[config.mk]
export PLATFORM = sky130hd
export DESIGN_NAME = escape_coded_text_extractor
export DESIGN_NICKNAME = d
export VERILOG_FILES = /design/src/rtl/core/ecte_pkg.sv /design/src/rtl/core/escape_coded_text_extractor.sv
export VERILOG_INCLUDE_DIRS = /design/src /design/src/rtl/core
export SDC_FILE = /design/constraint.sdc
export NUM_CORES = 1
export LEC_CHECK = 0
export ABC_AREA = 1
export BUFFER_PORTS_ARGS = -buffer_cell sky130_fd_sc_hd__buf_2
export CORE_MARGIN = 1.5
export CORE_UTILIZATION = 45
export DETAILED_ROUTE_END_ITERATION = 8
export GPL_TIMING_DRIVEN = 1
export MAX_ROUTING_LAYER = met4
export PLACE_DENSITY = 0.64
export SLEW_MARGIN = 20
export SYNTH_ARGS = -nofsm -noshare
export SYNTH_HDL_FRONTEND = slang
export SYNTH_SLANG_ARGS = --single-unit
[constraint.sdc]
create_clock -name clk -period 4.55 [get_ports clk]
set_input_delay 0.91 -clock clk [delete_from_list [all_inputs] [get_ports clk]]
set_output_delay 0.91 -clock clk [all_outputs]
set_load 0.01 [all_outputs]
[src/rtl/core/assert_macros.svh]
// Assertion macros for the RTL of the text extractor.
`ifndef ASSERT_MACROS_SVH
`define ASSERT_MACROS_SVH

// The antecedent implies the consequent in the same cycle.
`define ASSERT_SAME(label, clk, rst_n, ante, cons) \
	label: assert property (@(posedge clk) disable iff (!rst_n) (ante) |-> (cons)) \
		else $error("assertion failed: same-cycle implication");

// The antecedent implies the consequent in the next cycle.
`define ASSERT_NEXT(label, clk, rst_n, ante, cons) \
	label: assert property (@(posedge clk) disable iff (!rst_n) (ante) |=> (cons)) \
		else $error("assertion failed: next-cycle implication");

`endif

[src/rtl/core/ecte_pkg.sv]
// Package with codes, constants and types of the escape-coded text extractor.
`timescale 1ns / 1ps

package ecte_pkg;

	localparam logic [1:0] MODE_NORMAL  = 2'd0;
	localparam logic [1:0] MODE_SKIP    = 2'd1;
	localparam logic [1:0] MODE_LITERAL = 2'd2;
	localparam logic [1:0] MODE_CONTROL = 2'd3;

	localparam logic [2:0] KIND_CHAR     = 3'd0;
	localparam logic [2:0] KIND_TAB      = 3'd1;
	localparam logic [2:0] KIND_NEWLINE  = 3'd2;
	localparam logic [2:0] KIND_NULL     = 3'd3;
	localparam logic [2:0] KIND_BAD_CTRL = 3'd4;
	localparam logic [2:0] KIND_BAD_CODE = 3'd5;

	localparam logic [7:0] BYTE_NULL      = 8'h00;
	localparam logic [7:0] BYTE_TOP       = 8'h80;
	localparam logic [7:0] CODE_SKIP2_LO  = 8'he5;
	localparam logic [7:0] CODE_SKIP2_HI  = 8'he8;
	localparam logic [7:0] CODE_SKIP1_LO  = 8'he9;
	localparam logic [7:0] CODE_SKIP1_HI  = 8'hec;
	localparam logic [7:0] CODE_SKIP3     = 8'hef;
	localparam logic [7:0] CODE_LITERAL   = 8'hc1;
	localparam logic [7:0] CODE_SKIP2_A   = 8'hc2;
	localparam logic [7:0] CODE_CONTROL   = 8'hc4;
	localparam logic [7:0] CODE_SKIP2_B   = 8'hc5;
	localparam logic [7:0] CODE_SKIP7     = 8'hf1;
	localparam logic [7:0] CTRL_TAB       = 8'h04;
	localparam logic [7:0] CTRL_SKIP2     = 8'h19;
	localparam logic [7:0] CTRL_SKIP6     = 8'h1b;
	localparam logic [7:0] CHAR_TAB       = 8'h09;
	localparam logic [7:0] CHAR_NEWLINE   = 8'h0a;

	typedef struct packed {
		logic [2:0] kind;
		logic [7:0] char_value;
	} result_t;

	typedef struct packed {
		result_t first;
		result_t second;
		logic    two;
	} entry_t;

endpackage

[src/rtl/core/escape_coded_text_extractor.sv]
// Top level of the escape-coded text extractor.
`timescale 1ns / 1ps
`include "assert_macros.svh"

// Usage:
// The slave channel takes one byte of a paragraph text body per item:
// s_tdata holds the byte, s_tuser marks the first byte of a paragraph and
// s_tlast marks its last byte. The master channel gives one result per item:
// m_tdata holds the result kind and its character, and m_tlast is set on the
// last result that one input byte causes.
// Each byte is decoded in the cycle it is accepted, so the parse state is
// current for the next byte; its results go into the output register, or
// into the skid register while the output register is busy. A byte gives
// zero, one or two results. Throughput is one byte per cycle while each byte
// gives at most one result and the receiver is ready; a byte with two results
// (a character and the end-of-paragraph newline) holds the output register until both are taken.
// When the receiver stalls, the output register holds its entry and a
// one-entry skid register takes one more byte; s_tready then falls.
// Bytes that give no result never need buffer space.
// Reset clears the parse state and empties both registers.
module escape_coded_text_extractor (
	input  logic        clk,
	input  logic        arst_n,
	input  logic        s_tvalid,
	output logic        s_tready,
	input  logic [7:0]  s_tdata,   // [7:0] data_byte
	input  logic        s_tuser,   // [0] run_start
	input  logic        s_tlast,   // run_end
	output logic        m_tvalid,
	input  logic        m_tready,
	output logic [15:0] m_tdata,   // [2:0] kind, [10:3] char_value, [15:11] zero
	output logic        m_tlast    // final_res
);

	logic [1:0] mode_q;
	logic [2:0] skip_q;
	logic       main_v_q;
	logic       skid_v_q;
	logic       sel_q;
	ecte_pkg::entry_t main_q;
	ecte_pkg::entry_t skid_q;

	logic [1:0] mode_in;
	logic [2:0] skip_in;
	logic [1:0] mode_nx;
	logic [2:0] skip_nx;
	logic       has_res;
	ecte_pkg::result_t res0;
	ecte_pkg::result_t res_nl;
	ecte_pkg::entry_t  new_entry;
	logic       any_res;
	logic       accept;
	logic       store;
	logic       pop;
	logic       main_done;
	logic       main_free;
	logic       load_skid_main;
	logic       load_new_main;
	logic       load_skid;
	ecte_pkg::result_t cur;

	assign accept = s_tvalid && s_tready;
	assign mode_in = s_tuser ? ecte_pkg::MODE_NORMAL : mode_q;
	assign skip_in = s_tuser ? 3'd0 : skip_q;

	always_comb begin
		mode_nx = ecte_pkg::MODE_NORMAL;
		skip_nx = skip_in;
		has_res = 1'b0;
		res0.kind = ecte_pkg::KIND_CHAR;
		res0.char_value = s_tdata;
		case (mode_in)
			ecte_pkg::MODE_SKIP: begin
				skip_nx = (skip_in != 3'd0) ? skip_in - 3'd1 : 3'd0;
				mode_nx = (skip_nx != 3'd0) ? ecte_pkg::MODE_SKIP : ecte_pkg::MODE_NORMAL;
			end
			ecte_pkg::MODE_LITERAL: begin
				has_res = 1'b1;
			end
			ecte_pkg::MODE_CONTROL: begin
				if (s_tdata == ecte_pkg::CTRL_TAB) begin
					has_res = 1'b1;
					res0.kind = ecte_pkg::KIND_TAB;
					res0.char_value = ecte_pkg::CHAR_TAB;
				end else if (s_tdata == ecte_pkg::CTRL_SKIP2) begin
					skip_nx = 3'd2;
					mode_nx = ecte_pkg::MODE_SKIP;
				end else if (s_tdata == ecte_pkg::CTRL_SKIP6) begin
					skip_nx = 3'd6;
					mode_nx = ecte_pkg::MODE_SKIP;
				end else if (s_tdata != ecte_pkg::BYTE_NULL) begin
					has_res = 1'b1;
					res0.kind = ecte_pkg::KIND_BAD_CTRL;
				end
			end
			default: begin
				if (s_tdata == ecte_pkg::BYTE_NULL) begin
					has_res = 1'b1;
					res0.kind = ecte_pkg::KIND_NULL;
				end else if (s_tdata < ecte_pkg::BYTE_TOP) begin
					has_res = 1'b1;
				end else if (s_tdata inside
						{[ecte_pkg::CODE_SKIP2_LO:ecte_pkg::CODE_SKIP2_HI]}) begin
					skip_nx = 3'd2;
					mode_nx = ecte_pkg::MODE_SKIP;
				end else if (s_tdata inside
						{[ecte_pkg::CODE_SKIP1_LO:ecte_pkg::CODE_SKIP1_HI]}) begin
					skip_nx = 3'd1;
					mode_nx = ecte_pkg::MODE_SKIP;
				end else begin
					case (s_tdata)
						ecte_pkg::CODE_SKIP3: begin
							skip_nx = 3'd3;
							mode_nx = ecte_pkg::MODE_SKIP;
						end
						ecte_pkg::CODE_LITERAL: begin
							mode_nx = ecte_pkg::MODE_LITERAL;
						end
						ecte_pkg::CODE_SKIP2_A, ecte_pkg::CODE_SKIP2_B: begin
							skip_nx = 3'd2;
							mode_nx = ecte_pkg::MODE_SKIP;
						end
						ecte_pkg::CODE_CONTROL: begin
							mode_nx = ecte_pkg::MODE_CONTROL;
						end
						ecte_pkg::CODE_SKIP7: begin
							skip_nx = 3'd7;
							mode_nx = ecte_pkg::MODE_SKIP;
						end
						default: begin
							has_res = 1'b1;
							res0.kind = ecte_pkg::KIND_BAD_CODE;
						end
					endcase
				end
			end
		endcase
	end

	assign res_nl.kind = ecte_pkg::KIND_NEWLINE;
	assign res_nl.char_value = ecte_pkg::CHAR_NEWLINE;
	assign new_entry.first = has_res ? res0 : res_nl;
	assign new_entry.second = res_nl;
	assign new_entry.two = has_res && s_tlast;
	assign any_res = has_res || s_tlast;

	assign store = accept && any_res;
	assign pop = m_tvalid && m_tready;
	assign main_done = pop && m_tlast;
	assign main_free = !main_v_q || main_done;
	assign load_skid_main = main_free && skid_v_q;
	assign load_new_main = main_free && !skid_v_q && store;
	assign load_skid = store && !load_new_main;

	always_ff @(posedge clk or negedge arst_n) begin
		if (!arst_n) begin
			mode_q <= ecte_pkg::MODE_NORMAL;
			skip_q <= 3'd0;
			main_v_q <= 1'b0;
			skid_v_q <= 1'b0;
			sel_q <= 1'b0;
		end else begin
			if (accept) begin
				// The end of a run drops whatever the code still owed.
				mode_q <= s_tlast ? ecte_pkg::MODE_NORMAL : mode_nx;
				skip_q <= s_tlast ? 3'd0 : skip_nx;
			end
			if (main_free) begin
				main_v_q <= skid_v_q || store;
				sel_q <= 1'b0;
			end else if (pop) begin
				sel_q <= 1'b1;
			end
			if (load_skid) begin
				skid_v_q <= 1'b1;
			end else if (load_skid_main) begin
				skid_v_q <= 1'b0;
			end
		end
	end

	always_ff @(posedge clk) begin
		if (load_skid_main) begin
			main_q <= skid_q;
		end else if (load_new_main) begin
			main_q <= new_entry;
		end
		if (load_skid) begin
			skid_q <= new_entry;
		end
	end

	assign s_tready = !skid_v_q;
	assign cur = sel_q ? main_q.second : main_q.first;
	assign m_tvalid = main_v_q;
	assign m_tdata = {5'd0, cur.char_value, cur.kind};
	assign m_tlast = !main_q.two || sel_q;

	`ASSERT_SAME(a_skid_behind_main, clk, arst_n, skid_v_q, main_v_q)
	`ASSERT_NEXT(a_second_follows, clk, arst_n, pop && !m_tlast, m_tvalid && m_tlast)
	`ASSERT_SAME(a_skip_count_mode, clk, arst_n, skip_q != 3'd0,
		mode_q == ecte_pkg::MODE_SKIP)
	`ASSERT_SAME(a_skip_mode_count, clk, arst_n, mode_q == ecte_pkg::MODE_SKIP,
		skip_q != 3'd0)

endmodule
Word-level counts from Yosys, hierarchy flattened
Cells that the tools add are included.

storage, ports and cells
  bits of input ports = 14
  output and inout port bits = 19
  register bits = 32

cells by class
  magnitude comparators = 5
  reductions and logical operators = 30
  add/subtract/negate cells = 1
  muxes and demuxes = 54
  equal/unequal tests = 12

operator list
  cell                number
  $mux 3              19
  $eq 8x8->1 const B  6
  $mux 23             2
  $mux 11             2
  $pmux 3 s3          2
  $mux 1              17
  $eq 8x5->1 const B  2
  $ge 8x8->1 const B  2
  $le 8x8->1 const B  2
  $mux 8              2
  $mux 2              6
  $pmux 2 s3          2
  $logic_and 1x1->1   11
  $eq 8x3->1 const B  1
  $logic_not 8->1     1
  $lt 8x8->1 const B  1
  $reduce_bool 8->1   1
  $pmux 3 s2          1
  $reduce_bool 2->1   3
  $reduce_bool 3->1   2
  $reduce_or 6->1     1
  $eq 2x2->1 const B  2
  $logic_not 1->1     4
  $logic_or 1x1->1    4
  other kinds (5)     6

Longest topological paths before layout
  word-level depth = 14
  mapped depth = 14

Worst setup path before layout
No wires, ideal clock.

  kind = input-to-reg
  start point = input port s_tdata[7]
  end point = register main_q[0] in the netlist's numbering (enable)
  slack = 2,146 ps
  setup time = 350 ps
  arrival = 2,054 ps
  path buffers = 0
  stages on the path = 11
  cell sequence = nand2_1 -> nor2_1 -> nand2_1 -> nand2_1 -> inv_2 -> nand3_2 -> nor2_4 -> nand2_4 -> nand3_1 -> nand3_1 -> nand2_1

between the ends
  word-level cells in the longest chain between the ends = 12
  elaborated cells on any way between the ends = 33
  classes of those cells = order compare (5); eq/ne (9); mux (10); reduce/logical (9)

ends and longest elaborated chain
  element                                             RTL line                            RTL
  start, declared                                     escape_coded_text_extractor.sv:26   input logic [7:0] s_tdata,
  branches (longest 7 deep; another with $ge 8x8->1)  -
  $pmux 1 s3 *                                        escape_coded_text_extractor.sv:72   case (mode_in)
  $logic_or 1x1->1 *                                  escape_coded_text_extractor.sv:145  assign any_res = has_res || s_tlast;
  $logic_and 1x1->1 *                                 escape_coded_text_extractor.sv:147  assign store = accept && any_res;
  $logic_and 1x1->1 *                                 escape_coded_text_extractor.sv:152  assign load_new_main = main_free && !skid_v_q && store;
  $reduce_bool 2->1 (no line) *                       -
  end signal, assigned                                escape_coded_text_extractor.sv:184  main_q <= skid_q;
  end signal, assigned                                escape_coded_text_extractor.sv:186  main_q <= new_entry;
  end, declared                                       escape_coded_text_extractor.sv:40   ecte_pkg::entry_t main_q;

Mark *: on every way between the ends.
A chain may end at the register's enable or synchronous reset.

Final worst setup path
  start point = input port s_tdata[6]
  end point = register main_q[17] in the netlist's numbering (enable)

Same word-level chain as after synthesis.

==> metrics.md <==
| Metric | Value |
|---|---|
| Register-to-Register Setup Slack | `between 2 and 2.5 ns` |
| Library cells used by synthesis | `36` |
| Type of element launching the critical path | `input pin` |
| Routed WL per cell | `roughly 11 um` |
| Post-layout min period | `2.50 ns` |
| Total CTS buffers | `5` |
| Kind of path behind the tightest hold check | `in -> async` |
| Most used DFF post-synth | `edfxtp_1` |
| Number of iterations in the first detailed-routing pass | `6` |
| First-pass GRT wire length | `between 6000 and 7000 um` |
| Number of cell rows | `24` |
| Clock insertion delay at the later pin of the skew report | `approximately 0.28 ns` |
| YS warnings | `0` |
| Required time at the worst-slack endpoint | `between 4 and 5 ns` |
| FF+latch count, synth | `32` |
| Clock tree buffer depth | `2` |
| Synth area leader | `edfxtp_1` |
| Cell area after layout | `roughly 2400 um2` |
| Maximum net fanout on the critical path | `12` |
| TritonCTS clock tree | `yes` |
| Post-Route WL | `approximately 4000 um` |
| Clock-pin slew on the worst setup and hold paths | `approximately 0.070 ns` |
| R2r startpoint | `sel_q$_DFFE_PN0P_` |
| Maximum number of pins on one net before global-route repair | `15` |
| Hold Fails Final Rpt | `0` |
| DRC violation count after routing | `0` |
| Number of max-slew violations in the final report | `0` |
| CP Data Arrival Time | `~2.4 ns` |
| GP Congestion | `0.923` |
| GR Overflow Total | `0` |
| Max Cap Violations | `0` |
| Initial antenna violation count | `0` |
| Layout overhead on the synthesized area | `12.9%` |
| Vert. Die Dim | `between 70 and 80 um` |
| Setup repair after global routing missed its margin | `false` |
| Maximum operating frequency | `400 MHz` |
| Critical register-to-register path endpoint | `main_q[17]$_DFFE_PP_` |
| Number of global-route vias before repair | `approximately 1.5k` |
| Via count | `1665` |
| Crit path capture type | `flip-flop` |
| CTS Root Cell | `clkbuf_8` |
| Initial core utilization | `0.479` |
| Sequential cell area fraction in the yosys report | `0.432` |
| Placed standard-cell area | `about 2300 um2` |
| Number of H-tree levels | `2` |
| Largest cells by area after synthesis | `edfxtp_1 (34%), nand2_1 (13%), dfrtp_1 (9.4%)` |
| Critical setup path kind | `in -> reg` |
| Post-CTS Hold Buffers | `0` |
| Die outline width | `roughly 72 um` |
| Worst Reg-to-Reg Cells | `9` |
| Average instance area after synthesis | `just under 8 um2` |
| Core outline area | `~4400 um2` |
| Fraction of the cycle the final worst path needs | `0.549` |
| Fraction of final layout cells sized beyond drive strength 1 | `0.257` |
| Number of antenna repair diodes | `0` |
| Die area | `5150 um2` |
| VDD IR-drop max | `around 0.00015 V` |
| Power Dens Cells | `roughly 480 nW/um2` |
| Post-CTS setup-driven buffer insertion count | `0` |
| Number of flops mapped to enable cells by yosys | `24` |
| Sink count of the clock tree | `32` |
| LEAKAGE | `between 1 and 1.5 nW` |
| Number of DRC markers in iteration 0 | `71` |
| Remaining number of nets flagged by the antenna check after routing | `0` |
| Gr usage total | `0.171` |
| Number of instances resized during post-cts repair | `0` |
| Number of standard cells after synthesis | `~270` |
| Ratio of routed vias to standard cells | `4.73` |
| Count of input and output buffers | `27` |
| Status | `complete, no violations` |
| Summed instance area of the synthesized netlist | `2130 um2` |
| Top-area cell type share of the netlist area | `0.338` |
| # IOs | `33` |
| Final Net Count | `about 320` |
| Post-detail-place hpwl | `about 3200 um` |
| Final setup vio count | `0` |
| Worst clock skew | `0.00455 ns` |
| FFs w/ async S/R, synth | `0.250` |
| Setup TNS | `0 ns` |
routing by layer:
metal / GRT usage / share of wire / up-vias
li1: - / - / 900
met1: 0.217 / 0.47 / 723
met2: 0.270 / 0.47 / 35
met3: 0.0422 / 0.037 / 7
met4: 0.0566 / 0.016 / 0
met5: - / 0 / -
worst max path at each step:
stage | to | depth (start not counted) | start
floorplan | main_q[0]$_DFFE_PP_ | 11 | s_tdata[7]
global placement | main_q[17]$_DFFE_PP_ | 11 | s_tdata[6]
detailed placement | main_q[17]$_DFFE_PP_ | 11 | s_tdata[6]
CTS | main_q[17]$_DFFE_PP_ | 11 | s_tdata[6]
global route | main_q[17]$_DFFE_PP_ | 10 | s_tdata[7]
finish | main_q[17]$_DFFE_PP_ | 11 | s_tdata[6]
per-stage QoR:
| step | total power [W] | worst slack (ns) | std cells | hold WS (ns) | utilization |
|---|---|---|---|---|---|
| final | 0.00115 | 2.05 | 352 | 0.457 | 0.541 |
| after global routing | 0.00124 | 1.82 | 352 | 0.457 | 0.541 |
| after CTS | 0.00116 | 2.03 | 352 | 0.459 | 0.541 |
| after detailed placement | 0.000899 | 1.73 | 344 | 0.506 | 0.517 |
| after global placement | 0.000891 | 1.79 | 344 | 0.500 | 0.517 |
| after floorplan | 0.000775 | 2.15 | 272 | 0.471 | - |
cells in the final DEF, fill, tap and decap left out, drive strengths merged, types with 5 or more instances in the layout:
master / n
buf: 28
o21ai: 9
conb: 5
nand3: 25
or2: 5
inv: 42
nand2: 80
clkbuf: 6
edfxtp: 24
dfrtp: 8
nor2: 42
worst max-delay path, cell delays in order:
cell	delay [ns]
buf_2	0.10
inv_1	0.10
nand2_1	0.10
nor3_2	0.19
nand3_1	0.18
nand2_1	0.12
nand2_1	0.07
nand2_2	0.11
nand3_1	0.14
nand3_1	0.09
nand2_1	0.29
layout make-up:
class	instances	area, um2
well taps	52	65.1
fillers	457	2040
flip-flops and latches	32	921
clock buffers	6	72.6
repair buffers	28	143
clock inverters	2	35.0
inverters	43	170
multi-input cells	189	997
flip-flops by register name, indices dropped and copies added (netlist names):
name	cells
main_q	12
skid_q	12
skip_q	3
mode_q	2
m_tvalid	1
sel_q	1
skid_v_q	1
logic make-up (layout without fill, tap and decap cells):
| family | Yosys count | in the layout | share of synthesized area |
|---|---|---|---|
| simple gates | 161 | 161 | 0.385 |
| other cells | 1 | 5 | 0.00176 |
| fa+ha+maj | 2 | 2 | 0.0117 |
| compound gates | 21 | 21 | 0.0623 |
| buf+inv | 51 | 79 | 0.106 |
| flops | 32 | 32 | 0.432 |
where the power goes:
part	leakage, nW	internal (W)	switching, W	total (W)
Sequential	0.328	0.000443	0.0000347	0.000477
Clock	0.0552	0.000162	0.0000995	0.000262
Combinational	0.796	0.000142	0.000268	0.000410
Total	1.18	0.000747	0.000402	0.00115
cell usage after synthesis (all sizes together) (2+ instances only):
cell / number
nand3: 25
and2: 2
o211ai: 2
a31oi: 2
ha: 2
or2: 5
nor2: 42
nand4: 2
o21ai: 9
buf: 6
nor3: 4
clkbuf: 2
dfrtp: 8
edfxtp: 24
a21oi: 4
a22oi: 2
inv: 42
nand2: 80
Note: power is estimated with default switching activity, not from simulation.
